===== src/rqms_pkg.sv =====
// ----------------------------------------------------------------------------
// Ready queue package
// Command, status and state codes, the cell operation and the entry record
// shared by the ready queue cells and the top level.
// ----------------------------------------------------------------------------
package rqms_pkg;

    typedef enum logic [2:0] {
        CMD_ENQ        = 3'd0,
        CMD_POP        = 3'd1,
        CMD_PEEK_FRONT = 3'd2,
        CMD_REM_SHORT  = 3'd3,
        CMD_REM_PRI    = 3'd4,
        CMD_PEEK_SHORT = 3'd5
    } t_cmd;

    typedef enum logic [1:0] {
        ST_OK    = 2'd0,
        ST_EMPTY = 2'd1,
        ST_FULL  = 2'd2
    } t_status;

    typedef enum logic [1:0] {
        S_IDLE,
        S_SCAN,
        S_FIN
    } t_state;

    typedef enum logic [1:0] {
        OP_HOLD,
        OP_LOAD,
        OP_ROTATE,
        OP_COMPACT
    } t_cell_op;

    typedef struct packed {
        logic [15:0] pid;
        logic [15:0] rem;
        logic [7:0]  pri;
    } t_entry;

    localparam t_entry ENTRY_ZERO = '{pid: 16'd0, rem: 16'd0, pri: 8'd0};

endpackage


===== src/rqms_cell.sv =====
// ----------------------------------------------------------------------------
// Ready queue cell
// Holds one queue entry. Loads a new entry at the tail position, takes its
// upper neighbor's entry on a ring rotation, or closes the gap left by a
// removed entry at or below its own position.
// ----------------------------------------------------------------------------
module rqms_cell import rqms_pkg::*; #(
    parameter int IDX = 0,
    parameter int IW  = 4,
    parameter int CW  = 5
) (
    input  logic          i_clk,
    input  t_cell_op      i_op,
    input  logic [IW-1:0] i_sel,
    input  logic [CW-1:0] i_count,
    input  t_entry        i_load,
    input  t_entry        i_next,
    output t_entry        o_entry
);

    t_entry r_entry;
    t_entry n_entry;

    always_comb begin
        n_entry = r_entry;
        case (i_op)
            OP_LOAD: begin
                if (i_count == CW'(IDX)) begin
                    n_entry = i_load;
                end
            end
            OP_ROTATE: begin
                n_entry = i_next;
            end
            OP_COMPACT: begin
                if (IW'(IDX) >= i_sel) begin
                    n_entry = i_next;
                end
            end
            default: begin
                n_entry = r_entry;
            end
        endcase
    end

    always_ff @(posedge i_clk) begin
        r_entry <= n_entry;
    end

    assign o_entry = r_entry;

endmodule


===== src/ready_queue_min_select.sv =====
// ----------------------------------------------------------------------------
// Ready queue with minimum select
// Enqueue, pop, peek-oldest, unused codes and any command on an empty queue go
// from idle straight to the finish state; shortest and best-priority commands
// on a non-empty queue first pass the scan state, where the entry ring rotates
// one cell per cycle past the head compare. The result is registered in the
// finish state once the result side is free; no new request is taken until idle.
// Reset: entry count and control clear; entry contents stay undefined.
// ----------------------------------------------------------------------------
module ready_queue_min_select import rqms_pkg::*; #(
    parameter int QUEUE_DEPTH = 16
) (
    input  logic        i_clk,
    input  logic        i_rst_n,
    input  logic        i_in_valid,
    output logic        o_in_stall,
    input  logic [2:0]  i_cmd,
    input  logic [15:0] i_pid_in,
    input  logic [15:0] i_remaining_in,
    input  logic [7:0]  i_priority_in,
    output logic        o_out_valid,
    input  logic        i_out_stall,
    output logic [1:0]  o_status,
    output logic [15:0] o_pid_out,
    output logic [15:0] o_remaining_out,
    output logic [7:0]  o_priority_out,
    output logic [4:0]  o_occupancy
);

    localparam int IW = $clog2(QUEUE_DEPTH);
    localparam int CW = $clog2(QUEUE_DEPTH + 1);

    t_state        r_state,     n_state;
    t_cmd          r_cmd,       n_cmd;
    t_entry        r_req,       n_req;
    logic [IW-1:0] r_k,         n_k;
    t_entry        r_best,      n_best;
    logic [IW-1:0] r_best_idx,  n_best_idx;
    logic [15:0]   r_best_key,  n_best_key;
    logic [CW-1:0] r_count,     n_count;
    logic          r_out_valid, n_out_valid;
    t_status       r_status,    n_status;
    t_entry        r_res,       n_res;
    logic [4:0]    r_occ,       n_occ;

    t_cell_op      w_op;
    logic [IW-1:0] w_sel;
    logic [15:0]   w_key;
    logic          w_in_acc;
    logic          w_out_free;
    t_entry        w_entry [QUEUE_DEPTH];

    genvar gi;
    generate
        for (gi = 0; gi < QUEUE_DEPTH; gi++) begin : g_cell
            rqms_cell #(
                .IDX (gi),
                .IW  (IW),
                .CW  (CW)
            ) u_cell (
                .i_clk   (i_clk),
                .i_op    (w_op),
                .i_sel   (w_sel),
                .i_count (r_count),
                .i_load  (r_req),
                .i_next  (w_entry[(gi + 1) % QUEUE_DEPTH]),
                .o_entry (w_entry[gi])
            );
        end
    endgenerate

    assign w_in_acc   = i_in_valid && !o_in_stall;
    assign w_out_free = !r_out_valid || !i_out_stall;
    assign w_key      = (r_cmd == CMD_REM_PRI) ? {8'd0, w_entry[0].pri} : w_entry[0].rem;

    always_comb begin
        n_state     = r_state;
        n_cmd       = r_cmd;
        n_req       = r_req;
        n_k         = r_k;
        n_best      = r_best;
        n_best_idx  = r_best_idx;
        n_best_key  = r_best_key;
        n_count     = r_count;
        n_out_valid = r_out_valid && i_out_stall;
        n_status    = r_status;
        n_res       = r_res;
        n_occ       = r_occ;
        w_op        = OP_HOLD;
        w_sel       = '0;
        o_in_stall  = (r_state != S_IDLE);

        case (r_state)
            S_IDLE: begin
                if (w_in_acc) begin
                    n_cmd   = t_cmd'(i_cmd);
                    n_req   = '{pid: i_pid_in, rem: i_remaining_in, pri: i_priority_in};
                    n_k     = '0;
                    n_state = S_FIN;
                    if ((i_cmd == CMD_REM_SHORT || i_cmd == CMD_REM_PRI ||
                         i_cmd == CMD_PEEK_SHORT) && r_count != '0) begin
                        n_state = S_SCAN;
                    end
                end
            end
            S_SCAN: begin
                w_op = OP_ROTATE;
                if (CW'(r_k) < r_count && (r_k == '0 || w_key < r_best_key)) begin
                    n_best     = w_entry[0];
                    n_best_idx = r_k;
                    n_best_key = w_key;
                end
                n_k = r_k + 1'b1;
                if (r_k == IW'(QUEUE_DEPTH - 1)) begin
                    n_state = S_FIN;
                end
            end
            S_FIN: begin
                if (w_out_free) begin
                    n_out_valid = 1'b1;
                    n_status    = ST_OK;
                    n_res       = ENTRY_ZERO;
                    n_state     = S_IDLE;
                    case (r_cmd)
                        CMD_ENQ: begin
                            if (r_count == CW'(QUEUE_DEPTH)) begin
                                n_status = ST_FULL;
                            end else begin
                                w_op    = OP_LOAD;
                                n_res   = r_req;
                                n_count = r_count + 1'b1;
                            end
                        end
                        CMD_POP, CMD_PEEK_FRONT, CMD_REM_SHORT, CMD_REM_PRI,
                        CMD_PEEK_SHORT: begin
                            if (r_count == '0) begin
                                n_status = ST_EMPTY;
                            end else begin
                                n_res = (r_cmd inside {CMD_POP, CMD_PEEK_FRONT}) ?
                                        w_entry[0] : r_best;
                                if (r_cmd inside {CMD_POP, CMD_REM_SHORT, CMD_REM_PRI}) begin
                                    w_op    = OP_COMPACT;
                                    w_sel   = (r_cmd == CMD_POP) ? '0 : r_best_idx;
                                    n_count = r_count - 1'b1;
                                end
                            end
                        end
                        default: begin
                            n_status = ST_OK;
                        end
                    endcase
                    n_occ = 5'(n_count);
                end
            end
            default: begin
                n_state = S_IDLE;
            end
        endcase
    end

    always_ff @(posedge i_clk) begin
        if (!i_rst_n) begin
            r_state     <= S_IDLE;
            r_count     <= '0;
            r_out_valid <= 1'b0;
        end else begin
            r_state     <= n_state;
            r_count     <= n_count;
            r_out_valid <= n_out_valid;
        end
    end

    always_ff @(posedge i_clk) begin
        r_cmd      <= n_cmd;
        r_req      <= n_req;
        r_k        <= n_k;
        r_best     <= n_best;
        r_best_idx <= n_best_idx;
        r_best_key <= n_best_key;
        r_status   <= n_status;
        r_res      <= n_res;
        r_occ      <= n_occ;
    end

    assign o_out_valid     = r_out_valid;
    assign o_status        = r_status;
    assign o_pid_out       = r_res.pid;
    assign o_remaining_out = r_res.rem;
    assign o_priority_out  = r_res.pri;
    assign o_occupancy     = r_occ;

    a_count_max: assert property (@(posedge i_clk) disable iff (!i_rst_n)
        r_count <= CW'(QUEUE_DEPTH))
        else $error("entry count beyond queue depth");

    a_accept_busy: assert property (@(posedge i_clk) disable iff (!i_rst_n)
        w_in_acc |=> (r_state != S_IDLE))
        else $error("request taken without leaving idle");

    a_full_status: assert property (@(posedge i_clk) disable iff (!i_rst_n)
        (r_out_valid && r_status == ST_FULL) |-> (r_count == CW'(QUEUE_DEPTH)))
        else $error("full status with free entries");

    a_scan_count: assert property (@(posedge i_clk) disable iff (!i_rst_n)
        (r_state == S_SCAN) |=> $stable(r_count))
        else $error("entry count changed during scan");

endmodule


===== config.mk =====
export PLATFORM = sky130hd
export DESIGN_NAME = ready_queue_min_select
export DESIGN_NICKNAME = d
export VERILOG_FILES = /design/src/rqms_pkg.sv /design/src/rqms_cell.sv /design/src/ready_queue_min_select.sv
export SDC_FILE = /design/constraint.sdc
export NUM_CORES = 1
export LEC_CHECK = 0
export ABC_CLOCK_PERIOD_IN_PS = 7400
export BUFFER_PORTS_ARGS = -buffer_cell sky130_fd_sc_hd__buf_2
export CAP_MARGIN = 20
export CORE_MARGIN = 5
export CORE_UTILIZATION = 55
export DETAILED_ROUTE_END_ITERATION = 10
export GPL_TIMING_DRIVEN = 1
export PLACE_DENSITY = 0.74
export SLEW_MARGIN = 10
export SYNTH_ARGS = -nofsm -noshare
export SYNTH_HDL_FRONTEND = slang
export SYNTH_HIERARCHICAL = 1
export SYNTH_SLANG_ARGS = --single-unit
export TNS_END_PERCENT = 10

===== constraint.sdc =====
create_clock -name i_clk -period 7.4 [get_ports i_clk]
set_input_delay 1.48 -clock i_clk [delete_from_list [all_inputs] [get_ports i_clk]]
set_output_delay 1.48 -clock i_clk [all_outputs]
set_load 0.01 [all_outputs]

==> results.ini <==
[floorplanning]
site_row_count=95
start_util_pct=55.56
chipHeight_um=270.7
pin_count=96
die_width_um=270.7
floorplan.die_area_um2=73280
core_area_um2=67280

[global_route]
grt_pass1_vias=17799
largest_net_degree_at_the_start_of_global_routing=149
grt_pass1_wl_mm=108.8
antenna_violations_before_repair=2
grt.total_usage_pct=18.96
globalRouteOverflowTotal=0

[clock_network]
cts-resized-gates=0
cts_inserted_buffers=84
cts.clk_slew.worst_paths_ns=0.06
cts_tree=done
cts_sinks=802
root_buffer=sky130_fd_sc_hd__clkbuf_16
clock_path_buffers=3
clock_latency_ns=0.62
htreeDepth=3
post_cts_hold_fix_bufs=0
post_cts.repair.setup_buffers=0

[logic_synthesis]
ys_top_cells_by_area=sky130_fd_sc_hd__edfxtp_1 64%, sky130_fd_sc_hd__mux2_4 22%, sky130_fd_sc_hd__mux2_2 3.0%, sky130_fd_sc_hd__buf_12 2.9%, sky130_fd_sc_hd__mux2i_1 1.1%
synth-xor-area-share_pct=0.1406
synth_common_cells=794 x sky130_fd_sc_hd__edfxtp_1, 540 x sky130_fd_sc_hd__mux2_4, 101 x sky130_fd_sc_hd__mux2_2
yosys.cell_count.top_type=sky130_fd_sc_hd__edfxtp_1
yosys.area_share.adder_pct=0.8368
synth_largest_type_area_fraction_pct=63.78
postSynthNetCount=2007
synth_compound_gate_area_share_pct=2.249
yosys.area_share.simple_pct=2.219
syn-instance-count=1935
top_flip_flop_cell_by_instance_count_after_synthesis=sky130_fd_sc_hd__edfxtp_1
synth-async-reset-ratio_pct=0
yosysWarnings=6
post_synthesis_mux_area_share_pct=26.04
ys_seq_elements=802
synth_sequential_area_ratio_pct=64.21
synth.lib_cells_used.distinct=67
syn-mean-instance-area_um2=19.32
synth_enable_flop_cells=794
synth.largest_area_cell=sky130_fd_sc_hd__edfxtp_1
netlist_area_pre_place_um2=37380
dominant_combinational_cell_family_by_area_after_synthesis=multiplexers

[route]
vias=17512
post_drt_via_cell_ratio=5.859
drc=0
post_drt_wl_per_cell_um=24.19
dr.pass1.iters=6
totalWireLength_mm=72.31
ant_nets=0
drt_iter0_drc=1550

[timing]
unrepaired_setup_endpoints_after_global_routing=false
max_slew.worst_pin.slew_ns=1.290
timing.final.hold_violations=0
clock.fmax_mhz=211.9
fin_worst_skew_ns=0.01635
period_share_pct=63.77
setup-violations-final=0
report.final.slew_viol_count=0
finalCriticalPeriod_ns=4.719
fin_tns_setup_ns=0
max_slew_headroom_pct=13.97
post-route-worst-setup-slack_ns=2.681

[place]
io_buffers=95
finalWeightedCongestion=0.7970
place_area_um2=37970
preCtsSetupSlack_ns=2.626
place_hpwl_mm=40.26

[power]
power.density_nw_per_um2=270.7
ir_worst_vdd_v=0.0001660
leakagePower_nw=14.27
power.total_w=0.01101

[worst_setup_path]
arrival_ns=5.08
max_stage_delay_ns=0.90
cpMaxStageDelayCell=sky130_fd_sc_hd__dfxtp_1
crit_type=reg -> reg
crit_chain=inv_1, ha_1, or4b_4, o21ai_4, nor2_1, o21a_4, buf_4, buf_12, mux2_2
worstSetupStartpointType=flip-flop
timing.critical_path.to_type=flip-flop
crit_required_ns=7.76
critical_path_peak_fanout=146

[outcome]
status=finished clean

[layout]
finish.utilization_pct=60.43
post_route_cells_drive_above_1_share_pct=43.29
final_net_count=2123
antenna-diode-count=0
postLayoutCellArea_um2=40660
area_growth_syn_to_layout_pct=8.759

[run]
maxCapViolations=0

[hold_path]
class_of_the_tightest_hold_or_removal_check=reg -> reg

[cells by family after synthesis]
family | count (synthesis)
AOI/OAI and AO/OA | 129
xor gates and xnor gates | 6
adders and majority gates | 25
buffers and inverters | 134
DFF | 802
muxes | 689
and+or+nand+nor | 150
[path summary, 6_finish.rpt]
check	cells after the start	start	end	slack [ns]
worst min register to register	0	g_cell[0].u_cell/o_entry[27]	r_best[27]	0.50
worst max-delay path	9	r_count[0]	g_cell[14].u_cell/o_entry[12]	2.68
worst max register to register	9	r_count[0]	g_cell[14].u_cell/o_entry[12]	2.68
worst min-delay path	0	g_cell[0].u_cell/o_entry[27]	r_best[27]	0.50
[where the power goes]
group	leakage, nW	total, W	internal, W	switching (W)
logic	5.71	0.00133	0.000742	0.000583
registers	7.27	0.00557	0.00535	0.000229
clock network	1.29	0.00411	0.00240	0.00170
total	14.3	0.0110	0.00849	0.00252
[routing by layer]
metal | wire length (um) | GRT usage [%] | part of all wire, %
met3 | 3677 | 3.145 | 5.1
met1 | 33390 | 27.36 | 46
met5 | 0 | 0 | 0
met4 | 1552 | 5.270 | 2.1
met2 | 33690 | 30.20 | 47
[registers in the layout, summed over array words and instances (netlist names), 2 cells and up]
name                   flops
r_k                        4
r_state                    2
r_best_key                16
g_cell.u_cell/o_entry    640
o_remaining_out           16
o_status                   2
o_priority_out             8
r_best                    40
r_req                     40
o_pid_out                 16
r_cmd                      3
o_occupancy                5
r_count                    5
r_best_idx                 4
[critical path: cells and delay by family, from the launching register on]
family	cells	cell delay (ns)
compound gates	2	0.47
mux	1	0.42
fa+ha+maj	1	0.30
buf+inv	3	1.72
simple gates	2	0.44
flops	1	0.90
[final cells by class]
cell class                      instances  area [um2]
Tap cell                              873        1092
Clock buffer                          103        2216
Fill cell                            4718       26620
Clock inverter                         48       445.4
Multi-Input combinational cell        999       11940
Timing Repair Buffer                  130       828.3
Sequential cell                       802       24000
Inverter                               34       127.6
[placed cells by master (no fill, tap or decap), drive strengths merged, types with 3 or more instances in the layout]
cell / netlist / routed
o21a: 3 / 3
clkbuf: 5 / 103
and4b: 5 / 5
inv: 34 / 35
or3: 3 / 3
ha: 25 / 25
mux2i: 41 / 41
nor4bb: 6 / 6
nor2: 14 / 14
xnor2: 5 / 5
bufinv: 0 / 8
clkinv: 0 / 35
a211oi: 6 / 6
edfxtp: 794 / 794
a21o: 3 / 3
and2: 8 / 8
o41ai: 3 / 3
nor3b: 6 / 6
nor2b: 12 / 12
a22o: 7 / 7
a31oi: 7 / 7
a31o: 3 / 3
mux2: 648 / 648
nand4: 4 / 4
nand3: 8 / 8
a21oi: 13 / 13
o21ai: 64 / 64
nand3b: 4 / 4
buf: 95 / 130
dfxtp: 8 / 8
nor3: 4 / 4
nand2: 64 / 64
clkinvlp: 0 / 4
[stage by stage]
stage               std cells  hold WS (ns)
floorplan                1935        0.4437
global placement         2835        0.4744
finish                   2989        0.4992
global route             2989        0.5127
detailed placement       2837        0.4837
CTS                      2988        0.4939
(Power assumes the default switching activity.)
